<file path="config.mk">
export PLATFORM = sky130hd
export DESIGN_NAME = midi_note_grid_quantizer
export DESIGN_NICKNAME = d
export VERILOG_FILES = /design/src/hdl/mngq_pkg.sv /design/src/hdl/mngq_ram.sv /design/src/hdl/mngq_ctrl.sv /design/src/hdl/mngq_dp.sv /design/src/hdl/midi_note_grid_quantizer.sv
export VERILOG_INCLUDE_DIRS = /design/src /design/src/hdl
export SDC_FILE = /design/constraint.sdc
export NUM_CORES = 2
export LEC_CHECK = 0
export ABC_AREA = 1
export ABC_CLOCK_PERIOD_IN_PS = 7700
export BUFFER_PORTS_ARGS = -buffer_cell sky130_fd_sc_hd__buf_2
export CAP_MARGIN = 20
export CORE_MARGIN = 1.5
export CORE_UTILIZATION = 40
export CTS_BUF_LIST = sky130_fd_sc_hd__clkbuf_8
export DETAILED_ROUTE_END_ITERATION = 6
export PLACE_DENSITY = 0.62
export SLEW_MARGIN = 15
export SYNTH_ARGS = -nofsm -noshare
export SYNTH_HDL_FRONTEND = slang
export SYNTH_SLANG_ARGS = --single-unit
</file>
<file path="constraint.sdc">
create_clock -name i_clk -period 7.7 [get_ports i_clk]
set_input_delay 0.385 -clock i_clk [delete_from_list [all_inputs] [get_ports i_clk]]
set_output_delay 0.385 -clock i_clk [all_outputs]
set_load 0.02 [all_outputs]
</file>
<file path="src/hdl/midi_note_grid_quantizer_macros.svh">
// Assertion macros shared by the quantizer RTL.
`ifndef MIDI_NOTE_GRID_QUANTIZER_MACROS_SVH
`define MIDI_NOTE_GRID_QUANTIZER_MACROS_SVH

// Same-cycle implication, checked at every rising edge outside reset.
`define MNGQ_ASSERT_IMP(label, clk, rst_n, ante, cons, msg) \
    label: assert property (@(posedge clk) disable iff (!rst_n) (ante) |-> (cons)) \
        else $error(msg);

// Next-cycle implication, checked at every rising edge outside reset.
`define MNGQ_ASSERT_NXT(label, clk, rst_n, ante, cons, msg) \
    label: assert property (@(posedge clk) disable iff (!rst_n) (ante) |=> (cons)) \
        else $error(msg);

`endif

</file>
<file path="src/hdl/mngq_pkg.sv">
// Shared types and constants of the MIDI note grid quantizer.
`default_nettype none

package mngq_pkg;

    localparam int NOTE_COUNT = 128;
    localparam int NOTE_IDX_W = $clog2(NOTE_COUNT);

    localparam int STATUS_W  = 8;
    localparam int NOTE_W    = 7;
    localparam int VEL_W     = 7;
    localparam int TIME_W    = 32;
    localparam int GRID_W    = 20;
    localparam int OFS_W     = GRID_W + 1;
    localparam int SUM_W     = TIME_W + 2;
    localparam int CFG_IDX_W = 2;
    localparam int CFG_W     = 32;

    localparam int NCMP_W = ((NOTE_IDX_W > NOTE_W) ? NOTE_IDX_W : NOTE_W) + 1;

    localparam int DIV_STEPS = TIME_W;
    localparam int DIV_CNT_W = $clog2(DIV_STEPS);

    localparam logic [GRID_W-1:0] GRID_RESET = GRID_W'(120);

    // Message types, taken from the high nibble of the status byte.
    localparam logic [3:0] KIND_NOTE_OFF   = 4'h8;
    localparam logic [3:0] KIND_NOTE_ON    = 4'h9;
    localparam logic [3:0] KIND_POLY_TOUCH = 4'hA;

    typedef enum logic [CFG_IDX_W-1:0] {
        CFG_GRID_INTERVAL = 2'd0,
        CFG_WINDOW_START  = 2'd1,
        CFG_WINDOW_END    = 2'd2
    } t_cfg_idx;

    typedef struct packed {
        logic capture;
        logic div_step;
        logic ofs_write;
        logic out_load;
    } t_cmd;

    typedef struct packed {
        logic need_div;
        logic div_last;
    } t_sts;

endpackage

`default_nettype wire

</file>
<file path="src/hdl/mngq_ram.sv">
// Generic single-write, single-read RAM with registered read data.
`default_nettype none

module mngq_ram #(
    parameter int WIDTH = 8,
    parameter int DEPTH = 16
) (
    input  wire logic                     i_clk,
    input  wire logic                     i_we,
    input  wire logic [$clog2(DEPTH)-1:0] i_waddr,
    input  wire logic [WIDTH-1:0]         i_wdata,
    input  wire logic                     i_re,
    input  wire logic [$clog2(DEPTH)-1:0] i_raddr,
    output logic      [WIDTH-1:0]         o_rdata
);

    logic [WIDTH-1:0] r_mem [DEPTH];
    logic [WIDTH-1:0] r_rdata;

    always_ff @(posedge i_clk) begin
        if (i_we) begin
            r_mem[i_waddr] <= i_wdata;
        end
        if (i_re) begin
            r_rdata <= r_mem[i_raddr];
        end
    end

    assign o_rdata = r_rdata;

endmodule

`default_nettype wire

</file>
<file path="src/hdl/mngq_ctrl.sv">
// Sequencer of the quantizer: handshakes, divider stepping and result hand-off.
`default_nettype none

module mngq_ctrl import mngq_pkg::*; (
    input  wire logic i_clk,
    input  wire logic i_rst_n,
    input  wire logic i_in_valid,
    output logic      o_in_ready,
    output logic      o_out_valid,
    input  wire logic i_out_ready,
    input  wire t_sts i_sts,
    output t_cmd      o_cmd
);

    typedef enum logic [2:0] {
        ST_IDLE,
        ST_DECIDE,
        ST_DIV,
        ST_OFS,
        ST_FIN
    } t_state;

    t_state r_state, n_state;
    logic   r_out_valid, n_out_valid;
    logic   out_free;

    assign out_free = !r_out_valid || i_out_ready;

    always_comb begin
        n_state     = r_state;
        n_out_valid = r_out_valid && !i_out_ready;
        o_cmd       = '0;
        unique case (r_state)
            ST_IDLE: begin
                if (i_in_valid) begin
                    o_cmd.capture = 1'b1;
                    n_state       = ST_DECIDE;
                end
            end
            ST_DECIDE: begin
                n_state = i_sts.need_div ? ST_DIV : ST_FIN;
            end
            ST_DIV: begin
                o_cmd.div_step = 1'b1;
                if (i_sts.div_last) begin
                    n_state = ST_OFS;
                end
            end
            ST_OFS: begin
                o_cmd.ofs_write = 1'b1;
                n_state         = ST_FIN;
            end
            ST_FIN: begin
                if (out_free) begin
                    o_cmd.out_load = 1'b1;
                    n_out_valid    = 1'b1;
                    n_state        = ST_IDLE;
                end
            end
            default: begin
                n_state = ST_IDLE;
            end
        endcase
    end

    always_ff @(posedge i_clk) begin
        if (!i_rst_n) begin
            r_state     <= ST_IDLE;
            r_out_valid <= 1'b0;
        end else begin
            r_state     <= n_state;
            r_out_valid <= n_out_valid;
        end
    end

    assign o_in_ready  = (r_state == ST_IDLE);
    assign o_out_valid = r_out_valid;

endmodule

`default_nettype wire

</file>
<file path="src/hdl/mngq_dp.sv">
// Datapath of the quantizer: registers, note store, remainder unit and saturating add.
`default_nettype none

module mngq_dp import mngq_pkg::*; (
    input  wire logic                 i_clk,
    input  wire logic                 i_rst_n,
    input  wire t_cmd                 i_cmd,
    output t_sts                      o_sts,
    input  wire logic                 i_cfg_we,
    input  wire logic [CFG_IDX_W-1:0] i_cfg_idx,
    input  wire logic [CFG_W-1:0]     i_cfg_data,
    input  wire logic [STATUS_W-1:0]  i_status_byte,
    input  wire logic [NOTE_W-1:0]    i_note_number,
    input  wire logic [VEL_W-1:0]     i_velocity,
    input  wire logic [TIME_W-1:0]    i_event_time,
    input  wire logic                 i_first_of_pass,
    output logic      [TIME_W-1:0]    o_new_time,
    output logic                      o_adjusted
);

    // Configuration registers.
    logic [GRID_W-1:0] r_grid;
    logic [TIME_W-1:0] r_win_start;
    logic [TIME_W-1:0] r_win_end;

    always_ff @(posedge i_clk) begin
        if (!i_rst_n) begin
            r_grid      <= GRID_RESET;
            r_win_start <= '0;
            r_win_end   <= '0;
        end else if (i_cfg_we) begin
            unique case (t_cfg_idx'(i_cfg_idx))
                CFG_GRID_INTERVAL: r_grid      <= i_cfg_data[GRID_W-1:0];
                CFG_WINDOW_START:  r_win_start <= i_cfg_data[TIME_W-1:0];
                CFG_WINDOW_END:    r_win_end   <= i_cfg_data[TIME_W-1:0];
                default: ;
            endcase
        end
    end

    // Decode of the incoming item.
    logic [3:0]            kind;
    logic                  key_on, key_off, touch, in_store;
    logic [NOTE_IDX_W-1:0] in_idx;
    logic                  held_now, vld_now, in_win, need_div, ofs_ok;

    assign kind     = i_status_byte[STATUS_W-1:STATUS_W-4];
    assign key_on   = (kind == KIND_NOTE_ON) && (i_velocity != '0);
    assign key_off  = (kind == KIND_NOTE_OFF) || ((kind == KIND_NOTE_ON) && (i_velocity == '0));
    assign touch    = (kind == KIND_POLY_TOUCH);
    assign in_store = NCMP_W'(i_note_number) < NCMP_W'(NOTE_COUNT);
    assign in_idx   = NOTE_IDX_W'(i_note_number);

    // Held flags and offset-valid bits; a cleared offset reads as zero.
    logic [NOTE_COUNT-1:0] r_held, n_held;
    logic [NOTE_COUNT-1:0] r_ofs_vld, n_ofs_vld;

    assign held_now = in_store && !i_first_of_pass && r_held[in_idx];
    assign vld_now  = in_store && !i_first_of_pass && r_ofs_vld[in_idx];
    assign in_win   = (key_on || key_off || touch) && (i_event_time > r_win_start) &&
                      ((r_win_end == '0) || (i_event_time < r_win_end));
    assign need_div = key_on && in_store && !held_now;
    assign ofs_ok   = in_win && vld_now;

    always_comb begin
        n_held    = r_held;
        n_ofs_vld = r_ofs_vld;
        if (i_cmd.capture) begin
            if (i_first_of_pass) begin
                n_held    = '0;
                n_ofs_vld = '0;
            end
            if (need_div) begin
                n_held[in_idx]    = 1'b1;
                n_ofs_vld[in_idx] = 1'b1;
            end else if (key_off && in_store) begin
                n_held[in_idx] = 1'b0;
            end
        end
    end

    always_ff @(posedge i_clk) begin
        if (!i_rst_n) begin
            r_held    <= '0;
            r_ofs_vld <= '0;
        end else begin
            r_held    <= n_held;
            r_ofs_vld <= n_ofs_vld;
        end
    end

    // Captured item.
    logic [NOTE_IDX_W-1:0] r_idx;
    logic [TIME_W-1:0]     r_time;
    logic                  r_inside, r_need_div, r_ofs_ok;

    always_ff @(posedge i_clk) begin
        if (i_cmd.capture) begin
            r_idx      <= in_idx;
            r_time     <= i_event_time;
            r_inside   <= in_win;
            r_need_div <= need_div;
            r_ofs_ok   <= ofs_ok;
        end
    end

    // Restoring remainder, one dividend bit per step.
    logic [GRID_W-1:0]    r_rem, n_rem;
    logic [TIME_W-1:0]    r_dvd;
    logic [DIV_CNT_W-1:0] r_cnt;
    logic [GRID_W:0]      rem_sh, grid_ext;

    assign rem_sh   = {r_rem, r_dvd[TIME_W-1]};
    assign grid_ext = {1'b0, r_grid};
    assign n_rem    = (rem_sh >= grid_ext) ? GRID_W'(rem_sh - grid_ext) : GRID_W'(rem_sh);

    always_ff @(posedge i_clk) begin
        if (i_cmd.capture) begin
            r_rem <= '0;
            r_dvd <= i_event_time;
            r_cnt <= '0;
        end else if (i_cmd.div_step) begin
            r_rem <= n_rem;
            r_dvd <= {r_dvd[TIME_W-2:0], 1'b0};
            r_cnt <= r_cnt + DIV_CNT_W'(1);
        end
    end

    assign o_sts.need_div = r_need_div;
    assign o_sts.div_last = (r_cnt == DIV_CNT_W'(DIV_STEPS - 1));

    // Distance to the nearest grid point.
    logic signed [OFS_W-1:0] n_ofs, r_ofs;
    logic        [GRID_W-1:0] half;

    assign half = r_grid >> 1;

    always_comb begin
        priority if ((r_grid == '0) || (r_rem == '0)) begin
            n_ofs = '0;
        end else if (r_rem < half) begin
            n_ofs = -$signed({1'b0, r_rem});
        end else begin
            n_ofs = $signed({1'b0, GRID_W'(r_grid - r_rem)});
        end
    end

    always_ff @(posedge i_clk) begin
        if (i_cmd.ofs_write) begin
            r_ofs <= n_ofs;
        end
    end

    logic [OFS_W-1:0] ram_rdata;

    mngq_ram #(
        .WIDTH (OFS_W),
        .DEPTH (NOTE_COUNT)
    ) u_ofs_ram (
        .i_clk   (i_clk),
        .i_we    (i_cmd.ofs_write),
        .i_waddr (r_idx),
        .i_wdata (n_ofs),
        .i_re    (i_cmd.capture),
        .i_raddr (in_idx),
        .o_rdata (ram_rdata)
    );

    // Move the time and clamp it to the unsigned range.
    logic signed [OFS_W-1:0] off;
    logic signed [SUM_W-1:0] sum;
    logic        [TIME_W-1:0] sat;

    always_comb begin
        priority if (!r_inside) begin
            off = '0;
        end else if (r_need_div) begin
            off = r_ofs;
        end else if (r_ofs_ok) begin
            off = $signed(ram_rdata);
        end else begin
            off = '0;
        end
    end

    assign sum = $signed({2'b00, r_time}) + $signed({{(SUM_W-OFS_W){off[OFS_W-1]}}, off});

    always_comb begin
        priority if (sum[SUM_W-1]) begin
            sat = '0;
        end else if (sum[TIME_W]) begin
            sat = '1;
        end else begin
            sat = sum[TIME_W-1:0];
        end
    end

    logic [TIME_W-1:0] r_new_time;
    logic              r_adjusted;

    always_ff @(posedge i_clk) begin
        if (i_cmd.out_load) begin
            r_new_time <= sat;
            r_adjusted <= r_inside;
        end
    end

    assign o_new_time = r_new_time;
    assign o_adjusted = r_adjusted;

endmodule

`default_nettype wire

</file>
<file path="src/hdl/midi_note_grid_quantizer.sv">
// MIDI note grid quantizer: top level joining the sequencer and the datapath.
//
// Usage: MIDI events enter one item at a time on the input channel
// (i_in_valid / o_in_ready) with status byte, note, velocity, time stamp and
// a pass-start flag. Each item gives exactly one result item on the output
// channel (o_out_valid / i_out_ready): the moved time and an adjusted flag.
// A key-on for a note that is not held finds the time modulo the grid with a
// one-bit-per-cycle restoring remainder unit of 32 steps, one per dividend
// bit; every other item skips that unit. Items are worked on one at a time;
// the next item can be accepted as soon as the current result sits in the
// output register, even while the receiver has not taken it. If the receiver
// stalls, the finished item waits in the output register, and the following
// item waits at its last step until the register frees up.
// Reset (synchronous, active low) restores the grid to 120 ticks, clears the
// window bounds, and clears every held flag and offset-valid bit at once, so
// every stored offset reads as zero; there is no clearing pass.
// Configuration writes are taken at any cycle but are meant for times when no
// item is in flight.
`default_nettype none

`include "midi_note_grid_quantizer_macros.svh"

module midi_note_grid_quantizer import mngq_pkg::*; (
    input  wire logic                 i_clk,
    input  wire logic                 i_rst_n,
    input  wire logic                 i_cfg_we,
    input  wire logic [CFG_IDX_W-1:0] i_cfg_idx,
    input  wire logic [CFG_W-1:0]     i_cfg_data,
    input  wire logic                 i_in_valid,
    output logic                      o_in_ready,
    input  wire logic [STATUS_W-1:0]  i_status_byte,
    input  wire logic [NOTE_W-1:0]    i_note_number,
    input  wire logic [VEL_W-1:0]     i_velocity,
    input  wire logic [TIME_W-1:0]    i_event_time,
    input  wire logic                 i_first_of_pass,
    output logic                      o_out_valid,
    input  wire logic                 i_out_ready,
    output logic      [TIME_W-1:0]    o_new_time,
    output logic                      o_adjusted
);

    // Command and status bundles between the sequencer and the datapath.
    t_cmd w_cmd;
    t_sts w_sts;

    mngq_ctrl u_ctrl (
        .i_clk       (i_clk),
        .i_rst_n     (i_rst_n),
        .i_in_valid  (i_in_valid),
        .o_in_ready  (o_in_ready),
        .o_out_valid (o_out_valid),
        .i_out_ready (i_out_ready),
        .i_sts       (w_sts),
        .o_cmd       (w_cmd)
    );

    mngq_dp u_dp (
        .i_clk           (i_clk),
        .i_rst_n         (i_rst_n),
        .i_cmd           (w_cmd),
        .o_sts           (w_sts),
        .i_cfg_we        (i_cfg_we),
        .i_cfg_idx       (i_cfg_idx),
        .i_cfg_data      (i_cfg_data),
        .i_status_byte   (i_status_byte),
        .i_note_number   (i_note_number),
        .i_velocity      (i_velocity),
        .i_event_time    (i_event_time),
        .i_first_of_pass (i_first_of_pass),
        .o_new_time      (o_new_time),
        .o_adjusted      (o_adjusted)
    );

    // An accepted item keeps the block busy for at least the next cycle.
    `MNGQ_ASSERT_NXT(a_busy_after_accept, i_clk, i_rst_n, i_in_valid && o_in_ready, !o_in_ready, "input accepted twice in a row")

    // An offset is only written for a first key-on that ran the remainder unit.
    `MNGQ_ASSERT_IMP(a_write_needs_div, i_clk, i_rst_n, w_cmd.ofs_write, w_sts.need_div, "offset written without a new key-on")

    // A new result never overwrites one the receiver has not taken.
    `MNGQ_ASSERT_IMP(a_no_overwrite, i_clk, i_rst_n, w_cmd.out_load, !o_out_valid || i_out_ready, "result register overwritten")

    // A result is loaded only after the item's work has left the input side.
    `MNGQ_ASSERT_IMP(a_load_not_idle, i_clk, i_rst_n, w_cmd.out_load, !o_in_ready, "result loaded while idle")

endmodule

`default_nettype wire
</file>
== Word level (Yosys, flattened, before mapping) ==
Memories as Yosys holds them, arrays and structs flattened. A register that Yosys moved wholly into a read port is not among the register bits.
Index checks and enable logic that the tools add are counted.

* Add/sub/neg operators: 5
* Magnitude comparators: 6
* Eq/ne operators: 13
* Mux-type cells: 37
* Bitwise operators: 4
* Reduce and logical (&&, ||, !) cells: 32

{| class="wikitable"
|+ Operators by type and width
! kind !! number
|-
| $mux W128 || 7
|-
| $or A128 B128 Y128 || 2
|-
| $and A128 B128 Y128 || 1
|-
| $not A128 Y128 || 1
|-
| $mux W21 || 5
|-
| $mux W32 || 3
|-
| $logic_not A20 Y1 || 2
|-
| $sub A20 B20 Y20 || 2
|-
| $add A33 B21 Y34 || 1
|-
| $gt A32 B32 Y1 || 1
|-
| $logic_not A32 Y1 || 1
|-
| $lt A32 B32 Y1 || 1
|-
| $ge A21 B20 Y1 || 1
|-
| $neg A20 Y21 || 1
|-
| $lt A20 B19 Y1 || 1
|-
| $mux W20 || 1
|-
| $pmux W3 S5 || 1
|-
| $bmux W1 S7 || 2
|-
| $mux W1 || 13
|-
| $eq A4 B4 Y1 const B || 3
|-
| $mux W3 || 4
|-
| $logic_and A1 B1 Y1 || 10
|-
| $lt A7 B8 Y1 const B || 1
|-
| $demux W1 S7 || 1
|-
| other kinds (19) || 31
|}

* Register bits after elaboration: 497
* RAM bits: 2,688
* Input bits: 94
* Output and inout bits: 35
* Word-level logic and storage cells: 116
* Memories kept: 1

{| class="wikitable"
|+ Memories
! name !! words !! width !! read ports !! clocked after Yosys merged registers in !! wr ports !! line !! RTL
|-
| u_dp.u_ofs_ram.r_mem || 128 || 21 || 1 || 1 || 1 || mngq_ram.sv:17 || <nowiki>logic [WIDTH-1:0] r_mem [DEPTH];</nowiki>
|}

== Depth between registers and ports, before layout ==
* Word-level depth: 8
* Gate-level depth with buffers: 22
* Gate-level depth less buffers: 20

== Modules after synthesis ==
A second synthesis with hierarchy kept.

* Cell total of the unflattened synthesis: 12,828
* Area, all modules: 137,164.1 um2

{| class="wikitable"
|+ Modules (own cells, without submodules)
! module !! instances !! cells an instance !! area each (um2) !! seq. area each (um2)
|-
| mngq_ram || 1 || 8,855 || 108,954.5 || 81,348.0
|-
| mngq_dp || 1 || 3,938 || 27,985.6 || 11,150.7
|-
| mngq_ctrl || 1 || 35 || 224.0 || 80.1
|}

== Least setup slack after synthesis ==
Ideal clock, no wire load.

* Path kind: reg-to-reg
* Start: reg u_dp.r_grid[7]
* End: reg u_dp.r_ofs[9] (data pin)
* Library setup time: 1.238 ns
* Data arrival time: 7.188 ns
* Setup slack: -0.726 ns
* Stages on the path, launching flop included: 13
* Buffers on the path: 1
* Clock period less this slack: 8.426 ns
* Cell sequence: dfxtp_1 inv_1 ha_1 nand2_1 o21ai_0 a21oi_1 or2_2 nand2_1 inv_1 nand2_1 clkbuf_1 nor2_1 a211oi_1

* Word-level cells in the longest chain between the ends: 3

{| class="wikitable"
|+ Ends and longest elaborated chain
! what !! line !! RTL
|-
| from (decl) || mngq_dp.sv:22 || <nowiki>logic [GRID_W-1:0] r_grid;</nowiki>
|-
| from (signal assigned) || mngq_dp.sv:33 || <nowiki>CFG_GRID_INTERVAL: r_grid <= i_cfg_data[GRID_W-1:0];</nowiki>
|-
| $sub A20 B20 Y20, or another cell as far along || mngq_dp.sv:144 || <nowiki>n_ofs = $signed({1'b0, GRID_W'(r_grid - r_rem)});</nowiki>
|-
| $mux W21 or $logic_or A1 B1 Y1 (tied branches) || mngq_dp.sv:141, mngq_dp.sv:139 ||
|-
| $mux W21 (*) || mngq_dp.sv:139 || <nowiki>priority if ((r_grid == '0) || (r_rem == '0)) begin</nowiki>
|-
| named net u_dp.n_ofs[9] || mngq_dp.sv:133 || <nowiki>logic signed [OFS_W-1:0] n_ofs, r_ofs;</nowiki>
|-
| to (signal assigned) || mngq_dp.sv:150 || <nowiki>r_ofs <= n_ofs;</nowiki>
|-
| to (decl) || mngq_dp.sv:133 ||
|}

The timed path passes the listed nets; every way through them passes the cells marked *.
A chain may end at the register's enable or synchronous reset.

== Final worst setup path ==
* Start: reg u_dp.r_grid[6]
* End: mem u_dp.u_ofs_ram.r_mem[57][15] (netlist bit) (data pin)

* Word-level cells in the longest chain between the ends: 3

{| class="wikitable"
|+ Ends and longest elaborated chain
! what !! line
|-
| $sub A20 B20 Y20, or another cell as far along || mngq_dp.sv:144
|-
| $mux W21 or $logic_or A1 B1 Y1 (tied branches) || mngq_dp.sv:141, mngq_dp.sv:139
|-
| $mux W21 (*) || mngq_dp.sv:139
|-
| named net u_dp.n_ofs[15] || mngq_dp.sv:133
|-
| to (decl) || mngq_ram.sv:17
|}

Marks and branches as above.

==> flow_summary.ini <==
[min_path]
timing.hold.worst.class = in -> reg
holdPathStages = 3
hp-start = i_cfg_we
whs_endpoint = u_dp.r_win_end[28]$_SDFFE_PN0P_

[yosys]
yosysTopAreaCellShare = 0.6615
ys_top_cells_by_area = edfxtp_1 (66%), nand2_1 (7.9%), dfxtp_1 (5.7%), a21oi_1 (2.3%), nor2_1 (2.0%)
async_reset_ff_frac = 0
synth.largest_area_cell = edfxtp_1
synth-seq-area-share = 0.7188
synth-main-ff-cell = edfxtp_1
syn_area_per_cell_um2 = 12.28
yosysUniqueCellTypes = 58
synth_edf_count = 2837
syn_inst = 10490
ys_warn_count = 0
syn_nets = 10720
netlist_area_um2 = 128800
ys_ff_latch = 3206

[clocking]
clock-sinks = 3206
clkSlewWorstSetupHoldPaths_ps = 60
root_buffer = clkbuf_8
cts_resized = 0
cts_buffer_depth = 4
clock_latency_ps = 1100
cts_tree = done
cts_buffers = 536
cts-htree-levels = 6

[worst_setup_path]
crit_path_max_fanout = 50
worstPathArrival_ps = 5760
r2r_start = u_dp.r_grid[6]$_SDFFE_PN1P_
end_kind = register
startpoint_type = register
reg2reg_slack_ps = 2690
critPathRequiredTime_ps = 8440
critPathKind = reg -> reg
r2r_end = u_dp.u_ofs_ram.r_mem[57][15]$_DFFE_PP_
worst_r2r_path_depth = 16

[routing]
dr.max_layer_used = met5
avgRoutedWirePerCell_um = 26.62
drt-met1-wl_mm = 166.5
drcViolationCount = 0
vias = 89600
routed_wl_mm = 417.7
dr_wl_met3_mm = 46.72
viasPerCell = 5.711
drt_pass1_iterations = 6
first_iter_violations = 11690
final_antenna_net_count = 0
wl_met2_mm = 186.8

[floorplanning]
ioPinCount = 129
die_x_um = 570.4
die_height_um = 570.4
dieArea_um2 = 325400
start_util = 0.4017
num_rows = 208
core_area_um2 = 320600

[grt]
track_usage = 0.2492
overflow = 0
grt_pass1_wl_mm = 592.9
antenna_found_initial = 24
grt_pass1_vias = 85100
grt_max_degree = 201

[sta]
slew_headroom = 0.2249
fin_ws_ps = 2685
slew_viol_final = 0
final.setup.tns_ps = 0
grt_setup_unrepaired = false
max_freq_mhz = 199.4
hold_ws_ps = 43.06
period_share = 0.6513
period_needed_ps = 5015
skew_ps = 110.5
tightest_slew_ps = 1160
hold_viol = 0
finalSetupViolCount = 0

[status]
status = finished, final reports clean

[cells_and_area]
final_common_cell = edfxtp_1
final_nets = 11210
fill_cells = 28610
fin_cells = 15690
layout_common_cells = edfxtp_1 (2,837), nand2_1 (2,717), inv_1 (720)
postLayoutCoreUtil = 0.4569
syn_to_final_growth_pct = 13.74
design_area_um2 = 146500
drive_gt1_frac = 0.1204
multi_input_area_um2 = 32490
seq_area_um2 = 92580

[placement]
gp_congestion = 0.9134
pre_cts_ws_ps = 2518
dpl.hpwl_mm = 243.3
placed_cells = 14650
io_buffers = 124
detailed_place.area_um2 = 135900

[power]
p_leak_nw = 51.69
finalPower_mw = 60.82
switching_share = 0.3626
ir_drop_v = 0.001255
powerDensity_nw_per_um2 = 415.2
p_sw_mw = 22.06
seqPwrFrac = 0.489
comb_power_share = 0.283
p_int_mw = 38.77
clkPwrFrac = 0.229

[job]
cap_violations = 0
==> power by group through the flow <==
| stage | sequential [mW] | combinational, mW | clock, mW |
|---|---|---|---|
| floorplan | 28.1 | 6.04 | 0 |
| global placement | 30.0 | 16.1 | 0 |
| detailed placement | 30.0 | 17.0 | 0 |
| CTS | 29.7 | 17.1 | 14.0 |
| global route | 29.7 | 18.1 | 14.8 |
| finish | 29.7 | 17.2 | 13.9 |
==> synth_stat cells, types with 9 or more instances <==
cell	n
o31ai_1	22
a21oi_1	594
ha_1	139
nand4_1	258
a221oi_1	237
a22oi_1	287
buf_1	74
nor4_1	16
xnor2_1	18
o311ai_0	93
nor3_1	27
buf_2	204
nand3_2	80
a22o_1	90
a21o_1	11
nand3_1	278
nor2_1	675
inv_2	9
buf_6	15
clkbuf_1	260
a31oi_1	14
dfxtp_1	369
o21ai_0	332
xor2_1	42
nand2_1	2721
o211ai_1	59
o2111ai_1	36
inv_1	544
a211oi_1	23
o21a_1	17
edfxtp_1	2837
==> layout make-up <==
cell class | instances | area share
sequential | 3206 | 0.6320
multi-input combinational | 6163 | 0.2218
clock buffer | 557 | 0.05233
tap | 4305 | 0.03677
timing repair buffer | 508 | 0.02899
inverter | 557 | 0.01444
clock inverter | 371 | 0.01328
antenna | 22 | 0.0003758
==> per-layer routing <==
metal | GRT usage | vias to the layer above
li1 | - | 38990
met4 | 0.1003 | 10
met1 | 0.3447 | 44340
met2 | 0.3826 | 5403
met3 | 0.05285 | 847
met5 | 0 | -
==> state kept, by name, summed over array words and instances, names as in the netlist, 3 cells and up <==
name	cells
u_dp.r_cnt	5
u_dp.r_ofs	21
u_dp.r_idx	7
u_ctrl.r_state	3
u_dp.o_new_time	32
u_dp.r_win_end	32
u_dp.r_time	32
u_dp.u_ofs_ram.o_rdata	21
u_dp.r_grid	20
u_dp.r_ofs_vld	128
u_dp.r_rem	20
u_dp.r_held	128
u_dp.u_ofs_ram.r_mem	2688
u_dp.r_dvd	32
u_dp.r_win_start	32
==> logic make-up (layout without fill, tap and decap cells) <==
family | count (synthesis) | count (layout) | synth area share
other | 0 | 22 | 0
buffers and inverters | 1116 | 1993 | 0.03556
adder cells (fa/ha/maj) | 142 | 142 | 0.01397
XOR/XNOR | 60 | 60 | 0.004080
flip-flops | 3206 | 3206 | 0.7188
AND/OR/NAND/NOR | 4104 | 4104 | 0.1329
AO/OA/AOI/OAI | 1857 | 1857 | 0.09464
==> worst max-delay path, stage by stage, from the launching register on <==
cell	delay [ps]
dfxtp_1	420
inv_1	110
ha_1	390
a21oi_1	120
o21ai_0	230
a21oi_1	110
or2_2	280
nand2_1	80
inv_1	40
nand2_1	60
buf_4	410
a21oi_1	60
o21ai_0	140
nand2_1	130
nor2_4	760
buf_4	590
buf_4	610
==> timing repair <==
| action | 4_1_cts | 5_1_grt |
|---|---|---|
| hold endpoints to repair | 158 | 0 |
| hold buffers | 83 | 0 |
| buffers inserted | 0 | 0 |
| endpoints found under the setup margin | 0 | 0 |
==> how the worst max path moves through the flow <==
| stage | startpoint | endpoint | slack (ps) | cells after the start |
|---|---|---|---|---|
| floorplan | u_dp.r_grid[7]$_SDFFE_PN0P_ | u_dp.r_ofs[1]$_DFFE_PP_ | 1340 | 12 |
| CTS | u_dp.r_need_div$_DFFE_PP_ | u_dp.o_new_time[2]$_SDFFCE_PP0P_ | 2700 | 19 |
| detailed placement | i_note_number[0] | u_dp.u_ofs_ram.o_rdata[19]$_DFFE_PP_ | 2520 | 16 |
| global route | u_dp.r_need_div$_DFFE_PP_ | u_dp.o_new_time[2]$_SDFFCE_PP0P_ | 2310 | 19 |
| global placement | i_note_number[0] | u_dp.u_ofs_ram.o_rdata[19]$_DFFE_PP_ | 2560 | 16 |
| finish | u_dp.r_grid[6]$_SDFFE_PN1P_ | u_dp.u_ofs_ram.r_mem[57][15]$_DFFE_PP_ | 2690 | 16 |
Note: power is estimated with default switching activity, not from simulation.
